## config.mk

```make
export PLATFORM = sky130hd
export DESIGN_NAME = bpitd_isqrt
export DESIGN_NICKNAME = d
export VERILOG_FILES = /design/src/design/bpitd_pkg.sv /design/src/design/bpitd_isqrt.sv
export SDC_FILE = /design/constraint.sdc
export NUM_CORES = 2
export LEC_CHECK = 0
export BUFFER_PORTS_ARGS = -buffer_cell sky130_fd_sc_hd__buf_4
export CORE_UTILIZATION = 55
export CTS_CLUSTER_DIAMETER = 100
export CTS_CLUSTER_SIZE = 20
export DETAILED_ROUTE_END_ITERATION = 8
export GPL_ROUTABILITY_DRIVEN = 0
export PLACE_DENSITY = 0.76
export REMOVE_ABC_BUFFERS = 1
export SYNTH_ARGS = -nofsm -noshare
export SYNTH_HDL_FRONTEND = slang
export SYNTH_SLANG_ARGS = --single-unit
```

## constraint.sdc

```tcl
create_clock -name clk -period 4.5 [get_ports clk]
set_input_delay 0.225 -clock clk [delete_from_list [all_inputs] [get_ports clk]]
set_output_delay 0.225 -clock clk [all_outputs]
set_load 0.02 [all_outputs]
```

## src/design/bpitd_pkg.sv

```systemverilog
`timescale 1ns / 1ps
// ----------------------------------------------------------------------------
// bpitd_pkg
// Shared types, widths and constants of the binaural pan and ITD block.
// ----------------------------------------------------------------------------
package bpitd_pkg;

  // Configuration register indexes
  typedef enum logic [1:0] {
    REG_POSE_X = 2'd0,
    REG_POSE_Y = 2'd1,
    REG_POSE_Z = 2'd2,
    REG_POSE_W = 2'd3
  } cfg_reg_t;

  localparam logic signed [15:0] POSE_W_RESET = 16'sd16384;

  // Radicand widths of the radius and weight square root pipelines
  localparam int unsigned ROOT_RAD_W   = 64;
  localparam int unsigned WEIGHT_RAD_W = 34;
  // Divider: quotient bits and divisor width
  localparam int unsigned QUOT_W  = 17;
  localparam int unsigned DEN_W   = 32;

  localparam logic [16:0] ONE_Q16   = 17'd65536;
  localparam logic [17:0] TWO_Q16   = 18'd131072;
  localparam logic [28:0] ITD_K     = 29'd384829070;
  localparam logic [45:0] ITD_ROUND = 46'd2147483648;
  localparam logic [23:0] DELAY_MAX = 24'hFFFFFF;

  // Sideband carried through the lateral radius square root
  typedef struct packed {
    logic [30:0]        ax;
    logic               neg;
    logic               zero;
    logic [23:0]        base;
    logic signed [15:0] gain;
  } norm_sb_t;

  // Sideband carried through the divider
  typedef struct packed {
    logic               neg;
    logic               zero;
    logic [23:0]        base;
    logic signed [15:0] gain;
  } div_sb_t;

  // Sideband carried through the left weight square root
  typedef struct packed {
    logic [45:0] itd_prod;
    logic [23:0] base;
    logic        neg;
    logic        nz;
  } dly_sb_t;

  // Sideband carried through the right weight square root
  typedef struct packed {
    logic        gneg;
    logic [16:0] gmag;
  } gain_sb_t;

endpackage

```

## src/design/bpitd_isqrt.sv

```systemverilog
`timescale 1ns / 1ps
// ----------------------------------------------------------------------------
// bpitd_isqrt
// Pipelined floor square root, one result bit per stage, with sideband.
// ----------------------------------------------------------------------------
module bpitd_isqrt #(
  parameter int unsigned IN_W = bpitd_pkg::ROOT_RAD_W,
  parameter int unsigned SB_W = 1
) (
  input  logic                 clk,
  input  logic                 rst_n,
  input  logic                 in_valid,
  input  logic [IN_W-1:0]      in_rad,
  input  logic [SB_W-1:0]      in_sb,
  output logic                 out_valid,
  output logic [IN_W/2-1:0]    out_root,
  output logic [SB_W-1:0]      out_sb
);

  localparam int unsigned STAGES = IN_W / 2;

  logic [STAGES-1:0] vld_r;
  logic [IN_W-1:0]   res_r [STAGES];
  logic [IN_W-1:0]   rem_r [STAGES-1];
  logic [SB_W-1:0]   sb_r  [STAGES];

  for (genvar s = 0; s < STAGES; s++) begin : g_stage
    localparam logic [IN_W-1:0] BIT = {{(IN_W-1){1'b0}}, 1'b1} << (IN_W - 2 - 2 * s);

    logic            vld_in;
    logic [IN_W-1:0] res_in;
    logic [IN_W-1:0] rem_in;
    logic [SB_W-1:0] sb_in;
    logic [IN_W:0]   trial;
    logic            ge;

    if (s == 0) begin : g_first
      assign vld_in = in_valid;
      assign res_in = '0;
      assign rem_in = in_rad;
      assign sb_in  = in_sb;
    end else begin : g_next
      assign vld_in = vld_r[s-1];
      assign res_in = res_r[s-1];
      assign rem_in = rem_r[s-1];
      assign sb_in  = sb_r[s-1];
    end

    assign trial = {1'b0, res_in} + {1'b0, BIT};
    assign ge    = {1'b0, rem_in} >= trial;

    always_ff @(posedge clk) begin
      if (!rst_n) begin
        vld_r[s] <= 1'b0;
      end else begin
        vld_r[s] <= vld_in;
      end
    end

    always_ff @(posedge clk) begin
      res_r[s] <= ge ? ((res_in >> 1) + BIT) : (res_in >> 1);
      sb_r[s]  <= sb_in;
    end

    // Drop the remainder after the last bit
    if (s < STAGES - 1) begin : g_keep
      always_ff @(posedge clk) begin
        rem_r[s] <= ge ? (rem_in - trial[IN_W-1:0]) : rem_in;
      end
    end
  end

  assign out_valid = vld_r[STAGES-1];
  assign out_root  = res_r[STAGES-1][IN_W/2-1:0];
  assign out_sb    = sb_r[STAGES-1];

endmodule

```

==> qor.yml <==
worst_setup_path:
  r2r_end: "rem_r[1][886]"
  cp-end-kind: "flip-flop"
  path_class: "reg -> reg"
  cp_data_required_time_ps: 5180
  cp-start-kind: "flip-flop"
  path_cells: "inv_1, ha_1, or3b_2, nor4_1, nand4_1, o211ai_1, nor2_1, a21oi_4, nand4_1, o31ai_1, o21ai_0"
  r2r_start: "res_r[1][775]"
  slowest_delay_ps: 690
  reg2regPathDepth: 11
  cp_common_cell: "nand4_1"
  r2r_slack_ps: 260
  worstPathArrival_ps: 4920
  worstPathMaxFanout: 14
  slowest_stage: "nor4_1"
timing:
  fmax_ghz: 0.236
  rsz0062_at_grt: "no"
  slew_headroom_pct: 16.5
  slew_viol_final: 0
  finalSetupViolations: 0
  fin_crit_ps: 4240
  tightest_slew_ps: 1240
  timing_hold_violations_final: 0
  whs_ps: 49.0
  finalClockSkew_ps: 47.4
  fin_crit_sh_pct: 94.2
placement:
  hpwlAfterDp_mm: 184
  io_buffers: 101
  place_area_um2: 101000
yosys:
  synth_compound_area_share_pct: 12.0
  synth_top_cell_by_area: "dfxtp_1"
  yosys-top-cells-area: "dfxtp_1 (53%), ha_1 (7.2%), xnor2_1 (4.1%), xor2_1 (3.6%), a21oi_1 (3.2%)"
  synth.avg_cell_area_um2: 9.99
  synthFlopType: "dfxtp_1"
  yosysWarnings: 0
  synth_top_area_share_pct: 52.9
  yosysSeqAreaShare_pct: 52.9
  ys_types: 98
  synth_top_family_by_area: "simple AND/OR/NAND/NOR gates"
  yosys.area_share.adder_pct: 7.16
  yosys.area_share.simple_pct: 15.4
  synth_mux_area_share_pct: 1.20
  syn_inst: 9761
  syn_area_um2: 97500
  synth_seq_cells: 2576
  synth_edf_count: 0
  synth_xor_area_share_pct: 7.74
  synth-async-reset-ratio_pct: 0
pwr:
  swShare_pct: 34.8
  seq_power_share_pct: 50.4
  power_frac_clock_pct: 20.9
  p_leak_nw: 47.9
  p_total_mw: 64.5
  p_per_area_nw_per_um2: 610
  comb_power_share_pct: 28.7
  power_switching_mw: 22.4
  internal-power_mw: 42.1
  ir_worst_vdd_mv: 0.524
drt:
  via_per_inst: 5.81
  drt_iter0_markers: 6719
  postRouteAntennaNets: 0
  detail_route.wl_per_cell_um: 19.5
  wl_mm: 240
  route.vias.total: 71323
  drc: 0
  dr.pass1.iters: 6
grt:
  grt_pass1_vias: 69240
  grt_max_degree: 64
  grt_pass1_wl_mm: 373
  track_usage_pct: 25.9
  grt-ovfl-total: 0
  antenna_found_initial: 16
cells_and_area:
  postLayoutCellArea_um2: 106000
  mostFrequentLayoutCells: "dfxtp_1 (2,576), inv_1 (698), nor2_1 (669)"
  drive_above_1_share_pct: 5.12
  n_fill_cell: 14288
  area_growth_pct: 8.42
  final_nets: 10541
  mostFrequentLayoutCell: "dfxtp_1"
clock_tree:
  cts_tree: "yes"
  clock-sinks: 2576
  clk_pin_slew_ps: 90
  cts.htree.levels: 4
  cts_root_buffer: "clkbuf_16"
  clockBufferDepth: 3
  cts_buffers: 148
  clk_latency_ps: 820
min_path:
  holdCritStartpoint: "in_rad[32]"
  worst_hold_path_type: "in -> reg"
  min_to: "rem_r[0][32]"
  min_path_cells: 2
run:
  cap_violations: 0
floorplan:
  die_h_um: 423
  die_area_um2: 179000
  rows: 154
  chipWidth_um: 423
  io_pins: 102
  start_util_pct: 55.4
  core_area_um2: 176000
run_status:
  status: "complete, no violations"
## cell type report
| cell class | count | area (um^2) | share of cell area (%) |
|---|---|---|---|
| Sequential cell | 2576 | 51600 | 48.8 |
| Multi-Input combinational cell | 6267 | 42600 | 40.2 |
| Clock buffer | 152 | 3780 | 3.58 |
| Tap cell | 2340 | 2930 | 2.77 |
| Inverter | 703 | 2640 | 2.50 |
| Timing Repair Buffer | 219 | 1860 | 1.76 |
| Clock inverter | 16 | 395 | 0.374 |
| Antenna cell | 3 | 7.51 | 0.00710 |
## layer usage
| metal | vias up | global-route usage, % | part of all wire (%) |
|---|---|---|---|
| li1 | 34287 | - | - |
| met1 | 33875 | 33.4 | 42 |
| met2 | 2632 | 43.5 | 47 |
| met3 | 515 | 4.97 | 7.5 |
| met4 | 14 | 8.21 | 3.1 |
| met5 | - | 0 | 0.059 |
## per-stage QoR
stage	utilization (%)	std cells	TNS [ps]	setup slack, ps
after floorplan	-	9546	-76280	-1830
after global placement	57.3	12033	0	435
after detailed placement	57.3	12033	0	340
after CTS	60.0	12273	0	245
after global routing	60.0	12274	0	81.0
final	60.0	12276	0	261
## cell usage after synthesis (all sizes together), types with 24 or more instances
master	number
buf	41
or2	39
xnor2	461
o31ai	61
nor4b	56
mux2	91
nand2	546
nand3b	37
nand2b	98
nor3	266
or3	122
a2111oi	28
nor2b	63
nand4	171
nand4b	25
o21bai	46
and2	58
xor2	401
a21o	232
nor2	673
clkbuf	174
ha	558
or4	83
a21boi	30
o21a	105
a21oi	629
a31oi	45
a211oi	43
and4	24
inv	702
o211ai	41
nand3	175
dfxtp	2576
and3	31
nor4	351
o21ai	416
## what timing repair did
action | 4_1_cts | 5_1_grt
hold endpoints to repair | 98 | 0
setup endpoints to repair | 0 | 1
buffers inserted | 0 | 0
hold buffers | 72 | 0
gates resized for setup | 0 | 1
## how the worst max path moves through the flow
stage | startpoint | to | slack (ps) | cells past startpoint
6_report | res_r[1][775] | rem_r[1][886] | 260 | 11
5_1_grt | res_r[1][775] | rem_r[1][886] | 80 | 11
3_5_place_dp | rem_r[1][880] | rem_r[1][952] | 340 | 9
4_1_cts | rem_r[1][880] | rem_r[1][952] | 240 | 9
2_1_floorplan | res_r[1][92] | rem_r[1][183] | -1830 | 11
3_3_place_gp | rem_r[1][880] | rem_r[1][952] | 440 | 9
## sequential cells by signal (all words and copies together), names as in the netlist
signal	flops
out_valid	1
g_stage.vld_in	31
sb_r	32
res_r	528
rem_r	1984
## power groups by stage
stage	logic, mW	clock network (mW)	registers (mW)
2_1_floorplan	13.9	0	31.0
3_3_place_gp	17.4	0	32.8
3_5_place_dp	17.9	0	32.9
4_1_cts	18.2	13.7	32.4
5_1_grt	20.3	14.6	33.0
6_report	18.5	13.5	32.5
## worst max-delay path: cells and delay by family, from the launching register on
| kind | cells | cell delay (ps) |
|---|---|---|
| buf+inv | 1 | 40 |
| flops | 1 | 340 |
| simple gates | 5 | 2270 |
| compound gates | 4 | 1100 |
| fa+ha+maj | 1 | 350 |
## logic make-up after synthesis
kind of cell / count (synthesis)
AND/OR/NAND/NOR: 2877
flip-flops: 2576
AO/OA/AOI/OAI: 1867
buffers and inverters: 918
XOR/XNOR: 862
adder cells (fa/ha/maj): 558
multiplexers: 103
Power figures use the tool's default switching activity.
