--- config.mk ---
export PLATFORM = sky130hd
export DESIGN_NAME = bpitd_div
export DESIGN_NICKNAME = d
export VERILOG_FILES = /design/src/design/bpitd_pkg.sv /design/src/design/bpitd_div.sv
export SDC_FILE = /design/constraint.sdc
export NUM_CORES = 2
export LEC_CHECK = 0
export ABC_AREA = 1
export BUFFER_PORTS_ARGS = -buffer_cell sky130_fd_sc_hd__buf_2
export CAP_MARGIN = 20
export CORE_MARGIN = 2
export CORE_UTILIZATION = 50
export DETAILED_ROUTE_END_ITERATION = 12
export GPL_TIMING_DRIVEN = 0
export PLACE_DENSITY = 0.7
export SLEW_MARGIN = 0
export SYNTH_ARGS = -nofsm -noshare
export SYNTH_HDL_FRONTEND = slang
export SYNTH_SLANG_ARGS = --single-unit
--- constraint.sdc ---
create_clock -name clk -period 4.5 [get_ports clk]
set_input_delay 0.675 -clock clk [delete_from_list [all_inputs] [get_ports clk]]
set_output_delay 0.675 -clock clk [all_outputs]
set_load 0.005 [all_outputs]
--- src/design/bpitd_pkg.sv ---
`timescale 1ns / 1ps
// ----------------------------------------------------------------------------
// bpitd_pkg
// Shared types, widths and constants of the binaural pan and ITD block.
// ----------------------------------------------------------------------------
package bpitd_pkg;

  // Configuration register indexes
  typedef enum logic [1:0] {
    REG_POSE_X = 2'd0,
    REG_POSE_Y = 2'd1,
    REG_POSE_Z = 2'd2,
    REG_POSE_W = 2'd3
  } cfg_reg_t;

  localparam logic signed [15:0] POSE_W_RESET = 16'sd16384;

  // Radicand widths of the radius and weight square root pipelines
  localparam int unsigned ROOT_RAD_W   = 64;
  localparam int unsigned WEIGHT_RAD_W = 34;
  // Divider: quotient bits and divisor width
  localparam int unsigned QUOT_W  = 17;
  localparam int unsigned DEN_W   = 32;

  localparam logic [16:0] ONE_Q16   = 17'd65536;
  localparam logic [17:0] TWO_Q16   = 18'd131072;
  localparam logic [28:0] ITD_K     = 29'd384829070;
  localparam logic [45:0] ITD_ROUND = 46'd2147483648;
  localparam logic [23:0] DELAY_MAX = 24'hFFFFFF;

  // Sideband carried through the lateral radius square root
  typedef struct packed {
    logic [30:0]        ax;
    logic               neg;
    logic               zero;
    logic [23:0]        base;
    logic signed [15:0] gain;
  } norm_sb_t;

  // Sideband carried through the divider
  typedef struct packed {
    logic               neg;
    logic               zero;
    logic [23:0]        base;
    logic signed [15:0] gain;
  } div_sb_t;

  // Sideband carried through the left weight square root
  typedef struct packed {
    logic [45:0] itd_prod;
    logic [23:0] base;
    logic        neg;
    logic        nz;
  } dly_sb_t;

  // Sideband carried through the right weight square root
  typedef struct packed {
    logic        gneg;
    logic [16:0] gmag;
  } gain_sb_t;

endpackage

--- src/design/bpitd_div.sv ---
`timescale 1ns / 1ps
// ----------------------------------------------------------------------------
// bpitd_div
// Pipelined restoring divider, one quotient bit per stage, with sideband.
// The numerator must stay below the divisor times 2^Q_W.
// ----------------------------------------------------------------------------
module bpitd_div #(
  parameter int unsigned Q_W  = bpitd_pkg::QUOT_W,
  parameter int unsigned D_W  = bpitd_pkg::DEN_W,
  parameter int unsigned SB_W = 1
) (
  input  logic                 clk,
  input  logic                 rst_n,
  input  logic                 in_valid,
  input  logic [Q_W+D_W-1:0]   in_num,
  input  logic [D_W-1:0]       in_den,
  input  logic [SB_W-1:0]      in_sb,
  output logic                 out_valid,
  output logic [Q_W-1:0]       out_quot,
  output logic [SB_W-1:0]      out_sb
);

  localparam int unsigned N_W    = Q_W + D_W;
  localparam int unsigned STAGES = Q_W;

  logic [STAGES-1:0] vld_r;
  logic [Q_W-1:0]    q_r   [STAGES];
  logic [N_W-1:0]    rem_r [STAGES-1];
  logic [D_W-1:0]    den_r [STAGES-1];
  logic [SB_W-1:0]   sb_r  [STAGES];

  for (genvar s = 0; s < STAGES; s++) begin : g_stage
    localparam int unsigned K = Q_W - 1 - s;

    logic            vld_in;
    logic [Q_W-1:0]  q_in;
    logic [N_W-1:0]  rem_in;
    logic [D_W-1:0]  den_in;
    logic [SB_W-1:0] sb_in;
    logic [N_W-1:0]  sub;
    logic            ge;

    if (s == 0) begin : g_first
      assign vld_in = in_valid;
      assign q_in   = '0;
      assign rem_in = in_num;
      assign den_in = in_den;
      assign sb_in  = in_sb;
    end else begin : g_next
      assign vld_in = vld_r[s-1];
      assign q_in   = q_r[s-1];
      assign rem_in = rem_r[s-1];
      assign den_in = den_r[s-1];
      assign sb_in  = sb_r[s-1];
    end

    assign sub = {{Q_W{1'b0}}, den_in} << K;
    assign ge  = rem_in >= sub;

    always_ff @(posedge clk) begin
      if (!rst_n) begin
        vld_r[s] <= 1'b0;
      end else begin
        vld_r[s] <= vld_in;
      end
    end

    always_ff @(posedge clk) begin
      q_r[s]  <= q_in | ({{(Q_W-1){1'b0}}, ge} << K);
      sb_r[s] <= sb_in;
    end

    // Hold remainder and divisor only while bits remain
    if (s < STAGES - 1) begin : g_keep
      always_ff @(posedge clk) begin
        rem_r[s] <= ge ? (rem_in - sub) : rem_in;
        den_r[s] <= den_in;
      end
    end
  end

  assign out_valid = vld_r[STAGES-1];
  assign out_quot  = q_r[STAGES-1];
  assign out_sb    = sb_r[STAGES-1];

endmodule

==> run_results.csv <==
group,metric,value,unit
outcome,status,"finished, final reports clean",
power_and_ir_drop,p_leak,57.0,nW
timing,fin_skew,0.0392,ns
cells_and_area,area_growth,10.7,%
synth,syn_nets,15300,
global_route,grt_util_met2,0.566,
synth,synth.cell_area,89700,um^2
global_route,globalRouteTotalUtil,0.340,
clock_network,insertion_delay,0.83,ns
drt,drt_iter0_drc,8101,
timing,slew_headroom,0.472,
floorplan,die_y,428,um
synth,yosys_most_used_dff,"dfxtp_1",
flow_run,drv_cap,0,
place,gp_congestion,1.02,
setup_path,path_common_cell,"nand2_1",
setup_path,timing_worst_setup_path_type,"reg2reg",
setup_path,startpoint,"den_r[0][132]",
cells_and_area,fin_nets,15600,
setup_path,arrival,4.16,ns
synth,yosysSeqAreaShare,0.331,
timing,hold_viol_final,0,
place,port_buffers,102,
min_path,min_path_type,"in2reg",
global_route,grt_pass1_vias,79800,
floorplan,rows,155,
global_route,use_met1,0.423,
synth,synth_edf_count,0,
timing,report.final.slew_viol_count,0,
setup_path,path_max_fanout,10,
timing,max_freq,289,MHz
timing,fin_tns_setup,0,ns
floorplan,die_w,428,um
global_route,top_usage_layer,"met2",
timing,min_period,3.45,ns
drt,first_pass_iters,8,
synth,netlist_instances,14700,
clock_network,cts_buffer_depth,3,
drt,wl_per_cell,18.1,um
power_and_ir_drop,power.density,737,nW/um^2
setup_path,reg2reg_from,"den_r[0][132]",
timing,rsz0062_at_grt,"no",
setup_path,cpMaxStageDelayCell,"nor2_1",
global_route,antenna_found_initial,9,
clock_network,cts_root_buf,"clkbuf_16",
global_route,grt_pass1_wl,470,mm
synth,avgSynthCellArea,6.11,um^2
timing,worst_pin_slew,0.785,ns
clock_network,cts_setup_buffers,0,
timing,finalCritPeriodShare,0.768,
synth,ys_types,46,
synth,synth_warnings,0,
drt,vias,86800,
power_and_ir_drop,ir_worst_vdd,0.365,mV
floorplan,fp.dieArea,183000,um^2
place,dp_hpwl,268,mm
min_path,hp-start,"in_den[23]",
synth,ys_ff_latch,1483,
floorplan,coreArea,178000,um^2
synth,async_flop_share,0,
setup_path,cp_top_family,"simple AND/OR/NAND/NOR gates",
setup_path,cp.required,5.21,ns
drt,drc_errors,0,
global_route,grt_max_degree,17,
drt,wirelength,317,mm
global_route,grt.overflow.total,0,
clock_network,ctsResizeCount,0,
drt,routed_via_density,4.96,
setup_path,critical-path-max-stage-delay,0.53,ns
setup_path,critical_path_buf_inv_count,3,
floorplan,start_util,0.503,
setup_path,start_kind,"register",
timing,hold_ws,0.0344,ns
setup_path,critical_path.cell_chain,"inv_1, ha_1, nand2_1, nor2_1, nand4_1, nor2_1, nand2_1, nand2_1, nor2_1, nand2_4, inv_2, buf_6, nand2_1, nand2_1",
timing,setup_viol,0,
clock_network,cts-htree-levels,4,
floorplan,pin_count,104,
clock_network,cts.sinks,1483,
drt,antenna_left,0,
global_route,met3_usage,0.0522,
clock_network,clk_transition_reported_paths,0.06,ns
setup_path,crit_path_end_kind,"register",
cells_and_area,drive_gt1_frac,0.0446,
clock_network,tritoncts.num_buffers,160,
clock_network,cts_tree,"yes",
[repair_timing]
item | in CTS | in global routing
hold buffers | 46 | 0
endpoints found under the hold margin | 46 | 0
endpoints found under the setup margin | 0 | 0
[per-stage QoR]
| stage | power (mW) | worst slack [ns] | utilization | cell area [um^2] | std cells |
|---|---|---|---|---|---|
| final | 73.1 | 1.05 | 0.557 | 99300 | 17500 |
| after global placement | 58.3 | 1.11 | 0.522 | 93100 | 17100 |
| after global routing | 78.7 | 1.07 | 0.556 | 99300 | 17500 |
| after floorplan | 45.9 | 2.25 | - | 89700 | 14700 |
| after CTS | 72.6 | 1.08 | 0.556 | 99300 | 17500 |
| after detailed placement | 58.4 | 1.09 | 0.522 | 93100 | 17100 |
[state kept, by name (all words and copies together) (netlist names)]
signal and flops:
den_r 512, g_stage.vld_in 16, out_valid 1, q_r 153, rem_r 784, sb_r 17
[cell usage after synthesis, types with 2 or more instances]
| cell type | instances | area share |
|---|---|---|
| buf_8 | 2 | 0.00033 |
| a21oi_2 | 41 | 0.0040 |
| nor3_2 | 3 | 0.00033 |
| o21bai_1 | 42 | 0.0035 |
| or2_2 | 9 | 0.00063 |
| dfxtp_1 | 1483 | 0.33 |
| buf_4 | 18 | 0.0015 |
| nand2b_1 | 2 | 0.00014 |
| nor3_1 | 144 | 0.0080 |
| nor2_1 | 1142 | 0.048 |
| clkbuf_1 | 5 | 0.00021 |
| o21ai_0 | 91 | 0.0051 |
| inv_1 | 3008 | 0.13 |
| nand2_1 | 6120 | 0.26 |
| o21ai_1 | 17 | 0.00095 |
| nand4_1 | 176 | 0.012 |
| xnor2_1 | 30 | 0.0029 |
| xor2_1 | 253 | 0.025 |
| ha_1 | 544 | 0.076 |
| a21oi_1 | 419 | 0.023 |
| nand3b_1 | 77 | 0.0064 |
| nand2_2 | 26 | 0.0018 |
| fa_1 | 16 | 0.0036 |
| nand3_2 | 25 | 0.0028 |
| and2_1 | 30 | 0.0021 |
| buf_6 | 42 | 0.0053 |
| buf_12 | 2 | 0.00045 |
| and3_1 | 4 | 0.00028 |
| nor4_1 | 18 | 0.0013 |
| nor2_2 | 36 | 0.0025 |
| nand3_1 | 752 | 0.042 |
| clkinv_1 | 4 | 0.00017 |
| buf_2 | 48 | 0.0027 |
| inv_2 | 24 | 0.0010 |
| nor3b_1 | 4 | 0.00033 |
| o211ai_1 | 3 | 0.00025 |
| nand2_4 | 5 | 0.00063 |
| nor2_4 | 6 | 0.00075 |
[worst paths after layout]
| path | cells past startpoint | end | slack [ns] |
|---|---|---|---|
| setup / recovery | 14 | rem_r[2][86] | 1.05 |
| hold / removal | 1 | den_r[0][23] | 0.03 |
| setup reg to reg | 14 | rem_r[2][86] | 1.05 |
| hold reg to reg | 0 | q_r[0][118] | 0.32 |
[power by group]
part           total (mW)  leakage [nW]  internal (mW)  switching (mW)
logic                38.5          41.8           12.2            26.3
clock network        14.0          2.78           8.08            5.89
registers            20.6          12.5           17.0            3.66
total                73.1          57.0           37.3            35.9
[placed cells by master (no fill, tap or decap), drive strengths merged, types with 5 or more instances in the layout]
cell type	instances
clkbuf	205
fa	16
bufinv	16
nand4	177
buf	214
clkinvlp	9
and2	31
nand3b	78
o21bai	43
nand3	777
nor2	1184
clkinv	36
ha	544
nand2	6151
xnor2	30
nor3b	5
inv	3071
xor2	253
dlygate4sd3	46
nor3	147
nor4	18
dfxtp	1483
a21oi	461
or2	9
o21ai	108
[layer usage]
metal / vias to the layer above / share of wire / routed length (um)
met5: - / 0.000028 / 9
met4: 2 / 0.058 / 18400
met3: 749 / 0.073 / 23100
met2: 3159 / 0.46 / 144000
met1: 38200 / 0.41 / 131000
li1: 44600 / - / -
[final cells by class]
cell class / instances / area (um^2)
Multi-Input combinational cell: 10000 / 47700
Antenna cell: 4 / 10.0
Inverter: 3036 / 11400
Clock inverter: 96 / 1260
Tap cell: 2355 / 2950
Buffer: 117 / 937
Fill cell: 18500 / 79100
Sequential cell: 1483 / 29700
Timing Repair Buffer: 148 / 971
Clock buffer: 200 / 4420
[worst reg2reg max path, stage by stage, from the launching register on]
cell and delay (ns):
dfxtp_1 0.33, inv_1 0.07, ha_1 0.36, nand2_1 0.15
nor2_1 0.53, nand4_1 0.19, nor2_1 0.52, nand2_1 0.20
nand2_1 0.10, nor2_1 0.07, nand2_4 0.17, inv_2 0.17
buf_6 0.20, nand2_1 0.16, nand2_1 0.12
[cells by family after synthesis]
group / Yosys count / synth area share
AO/OA/AOI/OAI: 617 / 0.0377
adder cells (fa/ha/maj): 560 / 0.0795
buffers and inverters: 3153 / 0.138
AND/OR/NAND/NOR: 8583 / 0.387
flip-flops: 1483 / 0.331
XOR/XNOR: 283 / 0.0276
Note: power is estimated with default switching activity, not from simulation.
